File: src/rtl/bfiq_pkg.sv
// Package: constants, types and state encoding of the bloom filter block.
`default_nettype none
package bfiq_pkg;

  localparam int FILTER_SIZE_BITS_DEF = 4096;
  localparam int MAX_PROBES_DEF       = 16;

  localparam int KEY_W        = 32;
  localparam int NUM_HASHES_W = 5;
  localparam int FBITS_W      = 13;
  localparam int CFG_IDX_W    = 8;
  localparam int CFG_DATA_W   = 16;

  localparam logic [NUM_HASHES_W-1:0] NUM_HASHES_RST = 5'd3;
  localparam logic [FBITS_W-1:0]      FBITS_RST      = 13'd4096;

  // exact hash ranges for at most four key bytes
  localparam int H1_W = 33;
  localparam int H2_W = 57;

  localparam int DJB2_INIT  = 5381;
  localparam int DJB2_SHIFT = 5;
  localparam int SDBM_SHL_A = 6;
  localparam int SDBM_SHL_B = 16;

  typedef enum logic [CFG_IDX_W-1:0] {
    REG_NUM_HASHES  = 8'd0,
    REG_FILTER_BITS = 8'd1
  } cfg_reg_e;

  typedef enum logic {
    KIND_INSERT = 1'b0,
    KIND_QUERY  = 1'b1
  } kind_e;

  typedef enum logic [3:0] {
    ST_IDLE,
    ST_HASH,
    ST_RED1,
    ST_RED2,
    ST_PROBE,
    ST_STEP1,
    ST_STEP2,
    ST_STEP3,
    ST_FINISH
  } state_e;

  typedef struct packed {
    logic [H1_W-1:0] h1;
    logic [H2_W-1:0] h2;
  } hash_t;

endpackage
`default_nettype wire

File: src/rtl/bfiq_hash.sv
// Byte-serial djb2 and sdbm hash of the key bytes up to the first zero byte.
`default_nettype none
module bfiq_hash (
  input  wire logic                       clk_i,
  input  wire logic                       rst_ni,
  input  wire logic                       start_i,
  input  wire logic [bfiq_pkg::KEY_W-1:0] key_i,
  output logic                            done_o,
  output bfiq_pkg::hash_t                 hash_o
);

  logic                       busy_q, busy_d;
  logic                       done_q, done_d;
  logic [1:0]                 cnt_q, cnt_d;
  logic [bfiq_pkg::KEY_W-1:0] key_q, key_d;
  bfiq_pkg::hash_t            h_q, h_d;
  logic [7:0]                 byte_c;

  assign byte_c = key_q[7:0];

  always_comb begin
    busy_d = busy_q;
    done_d = 1'b0;
    cnt_d  = cnt_q;
    key_d  = key_q;
    h_d    = h_q;
    if (start_i) begin
      busy_d = 1'b1;
      cnt_d  = 2'd0;
      key_d  = key_i;
      h_d.h1 = bfiq_pkg::H1_W'(bfiq_pkg::DJB2_INIT);
      h_d.h2 = '0;
    end else if (busy_q) begin
      if (byte_c == 8'd0) begin
        busy_d = 1'b0;
        done_d = 1'b1;
      end else begin
        h_d.h1 = (h_q.h1 << bfiq_pkg::DJB2_SHIFT) + h_q.h1
                 + bfiq_pkg::H1_W'(byte_c);
        h_d.h2 = bfiq_pkg::H2_W'(byte_c) + (h_q.h2 << bfiq_pkg::SDBM_SHL_A)
                 + (h_q.h2 << bfiq_pkg::SDBM_SHL_B) - h_q.h2;
        key_d  = key_q >> 8;
        cnt_d  = cnt_q + 2'd1;
        if (cnt_q == 2'd3) begin
          busy_d = 1'b0;
          done_d = 1'b1;
        end
      end
    end
  end

  always_ff @(posedge clk_i or negedge rst_ni) begin
    if (!rst_ni) begin
      busy_q <= 1'b0;
      done_q <= 1'b0;
      cnt_q  <= 2'd0;
    end else begin
      busy_q <= busy_d;
      done_q <= done_d;
      cnt_q  <= cnt_d;
    end
  end

  always_ff @(posedge clk_i) begin
    key_q <= key_d;
    h_q   <= h_d;
  end

  assign done_o = done_q;
  assign hash_o = h_q;

endmodule
`default_nettype wire

File: config.mk
export PLATFORM = sky130hd
export DESIGN_NAME = bfiq_hash
export DESIGN_NICKNAME = d
export VERILOG_FILES = /design/src/rtl/bfiq_pkg.sv /design/src/rtl/bfiq_hash.sv
export SDC_FILE = /design/constraint.sdc
export NUM_CORES = 1
export LEC_CHECK = 0
export BUFFER_PORTS_ARGS = -buffer_cell sky130_fd_sc_hd__buf_2
export CAP_MARGIN = 10
export CORE_ASPECT_RATIO = 1.1
export CORE_MARGIN = 5
export CORE_UTILIZATION = 55
export CTS_BUF_LIST = sky130_fd_sc_hd__clkbuf_4 sky130_fd_sc_hd__clkbuf_8 sky130_fd_sc_hd__clkbuf_16
export DETAILED_ROUTE_END_ITERATION = 8
export PLACE_DENSITY = 0.77
export SETUP_SLACK_MARGIN = 0.3
export SYNTH_ARGS = -nofsm -noshare
export SYNTH_HDL_FRONTEND = slang
export SYNTH_SLANG_ARGS = --single-unit
File: constraint.sdc
create_clock -name clk_i -period 4.29 [get_ports clk_i]
set_clock_uncertainty 0.05 [all_clocks]
set_input_delay 0.6435 -clock clk_i [delete_from_list [all_inputs] [get_ports clk_i]]
set_output_delay 0.6435 -clock clk_i [all_outputs]
set_load 0.03 [all_outputs]
Yosys cells after proc, flatten, opt, wreduce, memory -nomap -nowiden
Index checks and enable logic that the tools add are counted.
{ "totals": {"elab_cells": 33, "input_bits": 35, "output_inout_bits": 91, "regBits": 126} }
{ "op_classes": {"addsub": 6, "n_bitwise": 1, "reduce_logical": 4, "n_eq_ne": 2, "muxes": 14} }
{ "ops": {"columns": ["cell", "n"], "rows": [
  ["$mux 32", 3],
  ["$add 57x57->57", 1],
  ["$add 8x57->57", 1],
  ["$sub 57x57->57", 1],
  ["$add 33x33->33", 1],
  ["$add 33x8->33", 1],
  ["$logic_not 8->1", 1],
  ["$mux 1", 8],
  ["$mux 2", 3],
  ["$reduce_and 2->1", 2],
  ["$add 2x1->2 const B", 1],
  ["$eq 2x2->1 const B", 1],
  ["$ne 2x2->1 const B", 1],
  ["$reduce_bool 2->1", 1],
  ["$not 1->1", 1]
]} }

Longest topological paths before layout
{ "logic_depth": {"depth_word": 5, "ltp_mapped": 14, "mapped_depth_nobuf": 14} }

Least setup slack after synthesis
Ideal clock, no wire load.
{ "synth_timing": {"path_type": "flip-flop to flip-flop", "startpoint": "register h_q, in the netlist hash_o[1]", "endpoint": "register h_q, in the netlist hash_o[42]", "setup_ns": 0.178, "required_time_ns": 4.062, "period_less_slack_ns": 3.580, "slack_ns": 0.710, "arrival_time_ns": 3.352, "path_stages_with_launch": 15, "cell_sequence": "dfxtp_1 -> inv_1 -> fa_1 -> inv_1 -> ha_1 -> clkbuf_1 -> a21o_1 -> a211oi_1 -> nand2_1 -> o31ai_1 -> a211oi_1 -> a211oi_1 -> o21ai_0 -> xnor2_1 -> o22ai_1"} }
{ "synth_via": {"elab_chain_cells": 3} }
{ "synth_rtl": {"columns": ["element", "line", "rtl"], "rows": [
  ["start: declaration", "bfiq_hash.sv:16", "bfiq_pkg::hash_t h_q, h_d;"],
  ["start signal: assignment", "bfiq_hash.sv:66", "h_q <= h_d;"],
  ["$add 8x57->57", "bfiq_hash.sv:40", "h_d.h2 = bfiq_pkg::H2_W'(byte_c) + (h_q.h2 << bfiq_pkg::SDBM_SHL_A)"],
  ["$add 57x57->57", "bfiq_hash.sv:41", "+ (h_q.h2 << bfiq_pkg::SDBM_SHL_B) - h_q.h2;"],
  ["$sub 57x57->57 (*)", "bfiq_hash.sv:41", null]
]} }
Mark *: on every way between the ends. The rest lies on a longest branch, timed or not.
A chain may end at the register's enable or synchronous reset.

Final worst setup path
{ "layout_timing": {"startpoint": "register h_q, in the netlist hash_o[13]", "endpoint": "register h_q, in the netlist hash_o[48]"} }
Same word-level chain as after synthesis.

==> results_tabular.tex <==
\begin{tabular}{lr}
\hline
Metric & Value \\
\hline
\multicolumn{2}{l}{\textbf{Clocking}} \\
Clock Pin Slew Worst Setup and Hold Paths & 70 ps \\
Total number of H-tree levels & 4 \\
Count of clock tree sinks & 126 \\
Root buffer selected by CTS & clkbuf\_16 \\
CTS tree & yes \\
Clock buffers created by TritonCTS & 17 \\
Clock Latency Late Sink & 440 ps \\
Max clock buf depth & 2 \\
\multicolumn{2}{l}{\textbf{Synth}} \\
Top cell type by total area after synthesis & dfxtp\_1 \\
Largest cells by area after synthesis & dfxtp\_1 16\%, ha\_1 15\%, edfxtp\_1 8.6\% \\
Dominant synthesized flop cell & dfxtp\_1 \\
Syn\_area\_per\_cell & 8.61 um\^{}2 \\
Number of synthesized flops with an enable pin & 32 \\
Total of flip-flops plus latches after synthesis & 126 \\
Count of warnings emitted by yosys & 0 \\
Area share of the largest cell type after synthesis & 16.1\% \\
Instance count of the mapped netlist & 1296 \\
Post-synthesis sequential area ratio & 25.7\% \\
Fraction of synthesis flops using an asynchronous set or reset pin & 3.17\% \\
Distinct cell type count after synthesis & 74 \\
Combined area of all synthesized cells & 11200 um\^{}2 \\
Synthesized netlist net count & 1508 \\
\multicolumn{2}{l}{\textbf{Critical path}} \\
Slowest cell on the critical path & ha\_1 \\
CP dominant cell by count & ha\_1 \\
Critical path's top delay family & compound AO/OA/AOI/OAI gates \\
Critical path's largest stage delay & 450 ps \\
Category of the most critical setup path & reg -> reg \\
Critical-path maximum fanout & 9 \\
Type of destination of the critical path & flop \\
Cells along the critical path & inv\_1 -> ha\_1 -> ha\_1 -> a21o\_1 -> a221o\_1 -> a31oi\_1 -> o21ai\_0 -> a22oi\_1 -> a21boi\_1 -> o21bai\_1 -> a2111oi\_1 -> a311o\_1 \\
CP Data Arrival Time & 4050 ps \\
Count of buffering cells on the critical path with inverters included & 1 \\
Worst EP required & 4560 ps \\
Sort of element at the start of the critical path & flop \\
\multicolumn{2}{l}{\textbf{Finish}} \\
Seq. cell area & 2860 um\^{}2 \\
Layout overhead on the synthesized area & 13.0\% \\
Antenna Diode Count & 0 \\
Number of filler cells placed in the layout & 1709 \\
Layout Nets & 1616 \\
Multi-input gate area in the final layout & 7540 um\^{}2 \\
Proportion of layout cells with a drive suffix above 1 & 15.3\% \\
\multicolumn{2}{l}{\textbf{Timing}} \\
Final sum of negative setup slack & 0 ps \\
Peak clock frequency supported by timing & 265 MHz \\
Count of final hold-check violations & 0 \\
Fin crit share & 88.0\% \\
Rel. slew slack & 38.7\% \\
Final setup violation count & 0 \\
Final slew viol count & 0 \\
RSZ-0062 raised after global routing & false \\
Actual slew at the worst max-slew pin & 919 ps \\
Shortest period the worst path allows & 3780 ps \\
\multicolumn{2}{l}{\textbf{GRT}} \\
Number of global-route vias before repair & 10036 \\
GRT Overall Usage & 27.5\% \\
Wire length of the first global-routing pass & 52200 um \\
Number of antenna violations at the first check in global routing & 0 \\
Maximum number of pins on one net before global-route repair & 46 \\
Congestion Overflow GR & 0 \\
\multicolumn{2}{l}{\textbf{Status}} \\
Run status & finished clean \\
\multicolumn{2}{l}{\textbf{Route}} \\
Number of design rule violations left after detail routing & 0 \\
Total wirelength of the detailed-routed design & 32300 um \\
Via total after detailed routing & 10248 \\
Iteration-0 DRC count of the detailed router & 971 \\
Wire length per cell after detailed routing & 19.4 um \\
Number of nets with antenna violations after routing & 0 \\
Router iterations before antenna repair & 6 \\
Detail-routed via count per cell & 6.14 \\
\multicolumn{2}{l}{\textbf{Floorplan}} \\
Die extent in y & 159 um \\
Floorplan die area & 23200 um\^{}2 \\
Die width & 146 um \\
Count of boundary I/O pins & 126 \\
Placeable core region & 19900 um\^{}2 \\
Number of rows created at floorplan & 54 \\
Initial Util & 56.0\% \\
\multicolumn{2}{l}{\textbf{Run}} \\
Number of maximum-capacitance violations & 0 \\
\multicolumn{2}{l}{\textbf{Place}} \\
Final weighted congestion in routability-driven placement & 1.01 \\
Quantity of I/O buffers inserted on ports & 125 \\
Final HPWL DP & 25300 um \\
\multicolumn{2}{l}{\textbf{Hold path}} \\
Worst min-delay path category & in -> reg \\
\hline
\end{tabular}
layout by cell type, fill, tap and decap left out, types with 15 or more instances in the layout:
cell type,instances
nor2_1,43
nor3_1,15
mux2_2,25
inv_1,155
nand4_1,21
and2_1,15
buf_2,125
edfxtp_1,32
nand3_1,32
ha_1,128
dfxtp_1,90
o21bai_1,16
clkbuf_16,17
fa_1,47
xnor2_1,35
a21o_1,45
o21ai_0,73
a211oi_1,20
nand2_1,107
xor2_1,32
o22ai_1,39
a21oi_1,102
through the flow:
step	std cells	area, um^2	hold WS (ps)	utilization, %	worst slack (ps)
CTS	1669	12600	425	63.2	452
global route	1669	12600	430	63.3	310
global placement	1636	12000	425	60.3	411
detailed placement	1636	12000	425	60.3	468
finish	1669	12600	435	63.3	513
floorplan	1296	11200	298	-	710
path summary, 6_finish.rpt:
kind / start / endpoint / cells after the start / slack (ps)
min: key_i[25] / key_q[25] / 2 / 430
min reg2reg: hash_o[52] / hash_o[52] / 2 / 450
max reg2reg: hash_o[13] / hash_o[48] / 12 / 510
max: hash_o[13] / hash_o[48] / 12 / 510
min in group asynchronous: rst_ni / done_o / 2 / 510
max in group asynchronous: rst_ni / busy_q / 2 / 3530
layer usage:
| metal | GRT usage [%] | routed length, um | vias up |
|---|---|---|---|
| met5 | 0 | 0 | - |
| met4 | 10.6 | 1120 | 0 |
| met3 | 4.50 | 2300 | 85 |
| met2 | 45.5 | 15200 | 453 |
| met1 | 36.1 | 13700 | 4839 |
| li1 | - | - | 4871 |
cells in the mapped netlist (21+ instances only):
cell      instances
o22ai_1          39
ha_1            130
a21o_1           45
edfxtp_1         32
o21ai_0          75
a211oi_1         21
nand4_1          21
xor2_1           32
clkbuf_1         45
a21oi_1         102
mux2_2           25
inv_1           156
nand2_1         108
nor2_1           44
xnor2_1          35
dfxtp_1          90
fa_1             47
nand3_1          32
registers in the layout, summed over array words and instances, names as in the netlist:
name / flops
done_o: 1
hash_o: 90
key_q: 32
cnt_q: 2
busy_q: 1
cell families (layout without fill, tap and decap cells):
family	count (synthesis)	in the layout	synth area share (%)
buf+inv	207	328	6.97
simple gates	303	303	13.5
mux	31	31	3.06
xor+xnor	67	67	5.26
compound gates	385	385	22.5
fa+ha+maj	177	177	23.0
flops	126	126	25.7
worst register-to-register path, cell delays in order, from the launching register on:
cell	delay, ps
dfxtp_1	310
inv_1	270
ha_1	330
ha_1	450
a21o_1	250
a221o_1	330
a31oi_1	200
o21ai_0	190
a22oi_1	390
a21boi_1	150
o21bai_1	310
a2111oi_1	130
a311o_1	290
final cells by class:
cell class	instances	share of cell area [%]
Clock buffer	17	3.37
Clock inverter	15	1.10
Inverter	157	4.67
Multi-Input combinational cell	963	59.8
Sequential cell	126	22.7
Tap cell	252	2.50
Timing Repair Buffer	139	5.82
timing repair:
| item | CTS | global route |
|---|---|---|
| hold endpoints to repair | 4 | 0 |
| hold buffers | 1 | 0 |
| setup endpoints to repair | 0 | 10 |
| resized for setup | 0 | 10 |
| setup buffers | 0 | 0 |
Power is left out: the tool's default activity adds up to more than one toggle a clock period on the data nets, which glitch-free logic cannot reach.
