--- src/rtl/bfiq_modadd.sv ---
// Modular adder: (a + b + cin) mod m for a, b below m, one compare and subtract.
`default_nettype none
module bfiq_modadd #(
  parameter int IW = 12,
  parameter int MW = 13
) (
  input  wire logic [IW-1:0] a_i,
  input  wire logic [IW-1:0] b_i,
  input  wire logic          cin_i,
  input  wire logic [MW-1:0] mod_i,
  output logic      [IW-1:0] res_o
);

  logic [IW:0] sum;
  logic [IW:0] m_ext;

  assign sum   = {1'b0, a_i} + {1'b0, b_i} + (IW+1)'(cin_i);
  assign m_ext = (IW+1)'(mod_i);

  always_comb begin
    if (sum >= m_ext) begin
      res_o = IW'(sum - m_ext);
    end else begin
      res_o = IW'(sum);
    end
  end

endmodule
`default_nettype wire

--- config.mk ---
export PLATFORM = sky130hd
export DESIGN_NAME = bfiq_modadd
export DESIGN_NICKNAME = d
export VERILOG_FILES = /design/src/rtl/bfiq_modadd.sv
export SDC_FILE = /design/constraint.sdc
export NUM_CORES = 1
export LEC_CHECK = 0
export BUFFER_PORTS_ARGS = -buffer_cell sky130_fd_sc_hd__buf_4
export CAP_MARGIN = 5
export CORE_ASPECT_RATIO = 1.4
export CORE_MARGIN = 3
export CORE_UTILIZATION = 53
export DETAILED_ROUTE_END_ITERATION = 8
export GPL_ROUTABILITY_DRIVEN = 0
export PLACE_DENSITY = 0.85
export SLEW_MARGIN = 20
export SYNTH_ARGS = -nofsm -noshare
export SYNTH_HDL_FRONTEND = slang
export SYNTH_SLANG_ARGS = --single-unit
--- constraint.sdc ---
create_clock -name vclk -period 4
set_clock_uncertainty 0.05 [all_clocks]
set_input_delay 0.4 -clock vclk [all_inputs]
set_output_delay 0.4 -clock vclk [all_outputs]
set_load 0.05 [all_outputs]
Word level (Yosys, flattened, before mapping)
Cells that the tools add are included.

Memories: 0. Word-level logic and storage cells: 5. Output and inout bits: 12. Register bits after elaboration: 0. ROM bits: 0. RAM bits: 0. Bits in latches: 0.

Reduce and logical (&&, ||, !) cells: 0. Mux-type cells: 1. $mul: 0. Eq/ne operators: 0. Shift-type cells: 0. Bitwise logic cells: 0. Add/subtract/negate cells: 3. Divide/modulo/power cells: 0. $lt $le $gt $ge: 1.

Operators by type and width (count): adder 12 x 12 -> 13 bit (1); adder 13 x 1 -> 13 bit (1); >= comparator 13 bit (1); 2-to-1 mux 12 bit (1); subtractor 12 bit (1).

Depth between registers and ports, before layout
Gate-level depths: netlist of the first run.

Depth in word-level cells: 4. Depth in mapped cells: 16. Depth with buffers taken out: 15.

Worst setup path after synthesis of the first run
Ideal clock, no wire load.

Kind: input-to-output. Start: input a_i[0]. End: output res_o[0]. Data arrival time: 3.886 ns. Data required time: 3.550 ns. Path buffers: 1. Slack: -0.336 ns. Stages on the path: 14. Cell sequence: fa_1 -> inv_1 -> fa_1 -> nor2b_1 -> o31a_1 -> o21ai_2 -> nand2_1 -> xor2_1 -> ha_1 -> and3_1 -> nand4_1 -> o31ai_2 -> buf_4 -> mux2i_1.

Cells in the longest elaborated chain, start to end: 4.

RTL lines: from (decl) (line 7) `input wire logic [IW-1:0] a_i,`; adder 12 x 12 -> 13 bit (*) (line 17) `assign sum = {1'b0, a_i} + {1'b0, b_i} + (IW+1)'(cin_i);`; adder 13 x 1 -> 13 bit (*) (line 17); subtractor 12 bit or >= comparator 13 bit (tied branches) (line 22, 21); 2-to-1 mux 12 bit (*) (line 21) `if (sum >= m_ext) begin`; to (decl) (line 11) `output logic [IW-1:0] res_o`.

Every way passes the cells marked *; elsewhere a longest branch is shown, timed or not.

Worst setup path in the final report of the first run
Start: input a_i[0]. End: output res_o[11].

Same word-level chain as after synthesis.

==> impl_metrics.env, run 1 <==
export IMPL_synth_compound_area_share_pct=26.50
export IMPL_portBuffers=50
export IMPL_hold_buffers=0
export IMPL_synthSimpleGateAreaFrac_pct=15.44
export IMPL_grt_pass1_wl_mm=6.223
export IMPL_yosysMostFrequentCell="ha_1"
export IMPL_fin_cells=256
export IMPL_period_needed_ns=4.278
export IMPL_first_iter_violations=80
export IMPL_placed_cell_area_um2=1785
export IMPL_synth_nets=236
export IMPL_synth_area_leaders="ha_1 23%, mux2_1 8.6%, xnor2_1 7.3%"
export IMPL_maxCapViolCount=0
export IMPL_syn_area_um2=1313
export IMPL_worst_pin_slew_ns=0.4524
export IMPL_synth_commonest_cells="24 x ha_1, 22 x inv_1, 15 x a21oi_1"
export IMPL_path_class="input pin to output port"
export IMPL_hold_path_class="input pin to output port"
export IMPL_overflow=0
export IMPL_period_share_pct=107.0
export IMPL_finalSetupTns_ns=-3.122
export IMPL_hpwl_mm=3.052
export IMPL_hold_end="res_o[0]"
export IMPL_required_ns=3.55
export IMPL_powerDensity_nw_per_um2=488.5
export IMPL_synth_xor_area_share_pct=11.34
export IMPL_synth_distinct_cells=42
export IMPL_min_from="mod_i[0]"
export IMPL_drc_errors=0
export IMPL_viasPerCell=6.176
export IMPL_critPathMaxStageDelay_ns=0.39
export IMPL_ys_warn_count=0
export IMPL_detail_route_first_pass_iterations=5
export IMPL_synth_top_area_share_pct=22.88
export IMPL_synth_area_mux_share_pct=11.25
export IMPL_fin_ws_ns=-0.2785
export IMPL_fillCellCount=99
export IMPL_crit_slowest_cell="fa_2"
export IMPL_seqCellArea_um2=0
export IMPL_die_x_um=48.06
export IMPL_start_util_pct=58.28
export IMPL_routed_wl_mm=4.608
export IMPL_holdPathStages=4
export IMPL_drive_above_1_share_pct=40.60
export IMPL_pin_count=50
export IMPL_crit_top_cell="fa_2"
export IMPL_setup_violations_final=12
export IMPL_final_nets=301
export IMPL_cp_end_kind="output port"
export IMPL_area_growth_pct=54.62
export IMPL_coreArea_um2=2252
export IMPL_worst_ep_arrival_time_ns=3.83
export IMPL_synth_fa_ha_area_share_pct=27.45
export IMPL_syn_inst=171
export IMPL_grt_pass1_vias=1511
export IMPL_violations="setup timing"
export IMPL_outcome="complete, but fails checks"
export IMPL_start_kind="input pin"
export IMPL_seq_cell_count=0
export IMPL_max_freq_mhz=233.7
export IMPL_postSynthAreaPerCell_um2=7.675
export IMPL_yosysTopAreaCell="ha_1"
export IMPL_ant_nets=0
export IMPL_crit_fanout=6
export IMPL_rsz0062_at_grt="true"
export IMPL_antenna_found_initial=0
export IMPL_placed_cells=249
export IMPL_power_leakage_nw=1.016
export IMPL_die_area_um2=3118
export IMPL_grt_start_max_net_pins=13
export IMPL_routed_via_count=1581
export IMPL_hold_viol=0
export IMPL_path_cells="buf_6 > fa_2 > inv_2 > fa_2 > nor2b_2 > o31a_1 > o21ai_4 > nor4b_1 > a311o_1 > ha_4 > nand4_1 > buf_4 > a211oi_1 > a211oi_2 > xnor2_1 > mux2_4 > buf_8"
export IMPL_ir_drop_mv=0.4306
export IMPL_wl_per_cell_um=18.00
export IMPL_drv_slew=0
export IMPL_synth_top_family_by_area="adder cells"
export IMPL_diodes=0
export IMPL_rows=20
export IMPL_slew_headroom_pct=69.84
export IMPL_design_area_um2=2029
export IMPL_track_usage_pct=26.30
export IMPL_seq_area_frac_synth_pct=0
export IMPL_die_y_um=64.88
export IMPL_dp_slack_ns=-0.2699
export IMPL_nClkBuffers=0
[layout make-up]
cell class	count	area (um2)	share of cell area, %
repair buffers	66	594.3	29.28
inverters	22	82.58	4.069
multi-input cells	146	1325	65.29
well taps	22	27.53	1.356
[layout by cell type (no fill, tap or decap), types with 2 or more instances in the layout]
cell       n
o21bai_1   2
ha_1      22
o21ai_1    4
a21oi_2    2
fa_2       2
buf_12     2
a31oi_1    3
a211oi_1   2
buf_8      2
nand2_1    5
nand3b_1   2
buf_4     50
nand2b_1   3
inv_1     21
nor2b_1    2
ha_4       2
nor2_1     8
mux2_4    10
buf_6     11
a21oi_1   13
xor2_1     5
nand4_1    2
xnor2_1   11
a311o_1    2
o21a_1     3
o21ai_0    4
nor3_1     6
or2_2      2
a21o_1     6
[where the power goes]
group | switching, mW | leakage [nW] | internal [mW]
clock network | 0 | 0 | 0
registers | 0 | 0 | 0
logic | 0.537 | 1.02 | 0.454
total | 0.537 | 1.02 | 0.454
[cell families (layout without fill, tap and decap cells)]
family | after synthesis | after routing
adder cells (fa/ha/maj) | 27 | 27
AO/OA/AOI/OAI | 51 | 51
XOR/XNOR | 17 | 17
AND/OR/NAND/NOR | 38 | 38
buffers and inverters | 25 | 88
multiplexers | 13 | 13
[critical path, delay by kind of cell]
| family | cells | cell delay [ns] |
|---|---|---|
| AOI/OAI and AO/OA | 5 | 1.16 |
| adders and majority gates | 3 | 0.79 |
| and+or+nand+nor | 3 | 0.56 |
| buffers and inverters | 4 | 0.49 |
| muxes | 1 | 0.27 |
| xor gates and xnor gates | 1 | 0.14 |
[metal layers]
metal | share of wire [%] | GRT usage (%) | vias up
li1 | - | - | 750
met1 | 36 | 26.88 | 717
met2 | 54 | 51.66 | 95
met3 | 5.6 | 1.389 | 19
met4 | 4.3 | 7.744 | 0
met5 | 0 | 0 | -
[worst max path at each step]
stage / start / end / cells past startpoint
after floorplan: a_i[0] / res_o[10] / 14
after global routing: a_i[0] / res_o[11] / 17
after CTS: a_i[0] / res_o[10] / 17
after detailed placement: a_i[0] / res_o[10] / 17
final: a_i[0] / res_o[11] / 17
after global placement: a_i[0] / res_o[10] / 17
[repair_timing]
item | 4_1_cts | 5_1_grt
setup buffers | 1 | 5
gates resized for setup | 26 | 16
hold endpoints to repair | 0 | 0
gates cloned | 0 | 1
setup endpoints to repair | 12 | 12
pin swaps | 6 | 11
[metrics by stage]
step	total power [mW]	util, %	hold WS (ns)
6_report	0.9913	90.11	1.245
3_5_place_dp	0.7780	79.28	1.277
4_1_cts	0.8845	84.11	1.246
3_3_place_gp	0.7594	79.28	1.265
5_1_grt	1.040	90.11	1.266
2_1_floorplan	0.5687	-	1.065
Note: power is estimated with default switching activity, not from simulation.
==> run 2, diff against run 1 <==
--- a/config.mk
+++ b/config.mk
@@ -5,14 +5,15 @@
 export SDC_FILE = /design/constraint.sdc
 export NUM_CORES = 1
 export LEC_CHECK = 0
+export ABC_AREA = 1
 export BUFFER_PORTS_ARGS = -buffer_cell sky130_fd_sc_hd__buf_4
 export CAP_MARGIN = 5
 export CORE_ASPECT_RATIO = 1.4
 export CORE_MARGIN = 3
-export CORE_UTILIZATION = 53
+export CORE_UTILIZATION = 50
 export DETAILED_ROUTE_END_ITERATION = 8
 export GPL_ROUTABILITY_DRIVEN = 0
-export PLACE_DENSITY = 0.85
+export PLACE_DENSITY = 0.81
 export SLEW_MARGIN = 20
 export SYNTH_ARGS = -nofsm -noshare
 export SYNTH_HDL_FRONTEND = slang
==> constraint.sdc (replaced) <==
create_clock -name vclk -period 3.5
set_clock_uncertainty 0.05 [all_clocks]
set_input_delay 0.35 -clock vclk [all_inputs]
set_output_delay 0.35 -clock vclk [all_outputs]
set_load 0.05 [all_outputs]
==> impl_metrics.env, run 2 <==
export IMPL_ant_nets=0
export IMPL_fin_cells=433
export IMPL_worst_pin_slew_ns=0.3502
export IMPL_seqPwrFrac_pct=0
export IMPL_antenna_found_initial=0
export IMPL_powerDensity_nw_per_um2=402.1
export IMPL_area_growth_pct=49.92
export IMPL_placed_cell_area_um2=2165
export IMPL_track_usage_pct=23.95
export IMPL_seqCellArea_um2=0
export IMPL_cp_num_buf_inv=4
export IMPL_cp_end_kind="output port"
export IMPL_ir_drop_mv=0.3127
export IMPL_rows=24
export IMPL_period_needed_ns=3.427
export IMPL_first_iter_violations=83
export IMPL_cp_depth=20
export IMPL_grt_start_max_net_pins=10
export IMPL_crit_top_cell="nand2_2"
export IMPL_holdPathStages=6
export IMPL_coreArea_um2=3153
export IMPL_wl_per_cell_um=12.12
export IMPL_grt_pass1_vias=1991
export IMPL_path_delay_family="simple AND/OR/NAND/NOR gates"
export IMPL_seq_cell_count=0
export IMPL_required_ns=3.10
export IMPL_postSynthAreaPerCell_um2=5.074
export IMPL_worst_ep_arrival_time_ns=3.03
export IMPL_synth_area_leaders="nand2_1 32%, ha_1 18%, inv_1 17%"
export IMPL_nClkBuffers=0
export IMPL_final_nets=461
export IMPL_synth_distinct_cells=21
export IMPL_start_util_pct=52.46
export IMPL_clockPowerShare_pct=0
export IMPL_hold_viol=0
export IMPL_yosysTopAreaCell="nand2_1"
export IMPL_p_sw_share_pct=61.37
export IMPL_critPathMaxStageDelay_ns=0.38
export IMPL_viasPerCell=5.145
export IMPL_setup_violations_final=0
export IMPL_synth_commonest_cells="139 x nand2_1, 73 x inv_1, 25 x nand3_1"
export IMPL_overflow=0
export IMPL_slew_headroom_pct=76.65
export IMPL_syn_inst=326
export IMPL_grt_pass1_wl_mm=7.645
export IMPL_portBuffers=50
export IMPL_outcome="completed"
export IMPL_diodes=0
export IMPL_path_cells="buf_4 > fa_2 > inv_2 > fa_2 > o21bai_4 > nand2_2 > nand2_2 > nand3_2 > nand2_2 > ha_4 > nand2_1 > inv_1 > nand2_1 > nand2_1 > a21oi_4 > nand2_2 > nor2_4 > nand2_1 > nand2_2 > buf_6"
export IMPL_routed_wl_mm=5.247
export IMPL_hold_path_class="input pin to output port"
export IMPL_start_kind="input pin"
export IMPL_power_leakage_nw=1.514
export IMPL_crit_slowest_cell="fa_2"
export IMPL_layout_common_cells="128 x nand2_1, 71 x inv_1, 61 x buf_4"
export IMPL_internal_power_uw=385.2
export IMPL_drv_slew=0
export IMPL_routed_via_count=2228
export IMPL_die_y_um=74.06
export IMPL_pin_count=50
export IMPL_dp_slack_ns=-0.1114
export IMPL_synth_top_area_share_pct=31.54
export IMPL_maxCapViolCount=0
export IMPL_p_sw_uw=612.1
export IMPL_max_freq_mhz=291.8
export IMPL_yosysMostFrequentCell="nand2_1"
export IMPL_crit_fanout=7
export IMPL_ys_warn_count=0
export IMPL_drive_above_1_share_pct=28.93
export IMPL_detail_route_first_pass_iterations=6
export IMPL_placed_cells=426
export IMPL_design_area_um2=2480
export IMPL_path_class="input pin to output port"
export IMPL_drc_errors=0
export IMPL_period_share_pct=97.92
export IMPL_power_frac_comb_pct=100.0
export IMPL_fin_util_pct=78.65
export IMPL_final_common_cell="nand2_1"
export IMPL_synth_nets=391
export IMPL_seq_area_frac_synth_pct=0
export IMPL_die_area_um2=4044
export IMPL_finalSetupTns_ns=0
export IMPL_hpwl_mm=3.899
export IMPL_syn_area_um2=1654
export IMPL_die_x_um=54.61
export IMPL_fin_ws_ns=0.07280
[run 2: cell count changes in the layout (fill, tap and decap cells not counted), sizes merged, moves of 6 or more]
cell | before | now
mux2 | 11 | 0
nand2 | 6 | 141
xnor2 | 11 | 2
a21o | 6 | 0
nand3 | 1 | 25
nor3 | 6 | 0
nand4 | 2 | 9
nor2 | 8 | 21
a21oi | 15 | 9
inv | 22 | 73
[run 2: power groups by stage]
stage | sequential (mW) | clock [mW] | combinational [mW]
2_1_floorplan | 0 | 0 | 0.606
3_3_place_gp | 0 | 0 | 0.839
3_5_place_dp | 0 | 0 | 0.850
4_1_cts | 0 | 0 | 0.902
5_1_grt | 0 | 0 | 1.08
6_report | 0 | 0 | 0.997
[run 2: tightest hold or removal path, delay by kind of cell]
family	cells	cell delay, ns
AO/OA/AOI/OAI	1	0.07
buffers and inverters	3	0.32
AND/OR/NAND/NOR	1	0.05
adder cells (fa/ha/maj)	1	0.14
[run 2: stage by stage]
step | hold WS (ns) | total power, mW
floorplan | 1.155 | 0.6060
finish | 1.226 | 0.9973
global route | 1.254 | 1.081
CTS | 1.222 | 0.9018
detailed placement | 1.221 | 0.8499
global placement | 1.207 | 0.8394
[run 2: routing by layer]
layer / track usage, % / vias to the layer above / part of all wire [%]
met4: 7.202 / 0 / 2.7
met2: 48.03 / 71 / 56
li1: - / 1144 / -
met3: 0.6012 / 12 / 3.3
met1: 25.30 / 1001 / 38
met5: 0 / - / 0
[run 2: cell families (layout without fill, tap and decap cells)]
group | after synthesis | in the layout | share of synthesized area [%]
simple gates | 201 | 203 | 51.29
buf+inv | 74 | 140 | 17.25
fa+ha+maj | 27 | 27 | 21.79
compound gates | 16 | 16 | 5.447
xor+xnor | 8 | 8 | 4.236
[run 2: path summary, 6_finish.rpt]
path	from	end	slack (ns)
setup / recovery	cin_i	res_o[6]	0.07
hold / removal	mod_i[0]	res_o[0]	1.23
[run 2: area by class of cell]
cell class	count	area [um2]
well taps	39	48.80
inverters	73	274.0
repair buffers	67	525.5
multi-input cells	254	1632
fillers	245	673.1
[run 2: what timing repair did]
action | CTS | global route
hold buffers | 0 | 0
setup buffers | 2 | 3
gates resized for setup | 15 | 35
cloned | 1 | 1
pin swaps | 4 | 16
endpoints found under the setup margin | 12 | 12
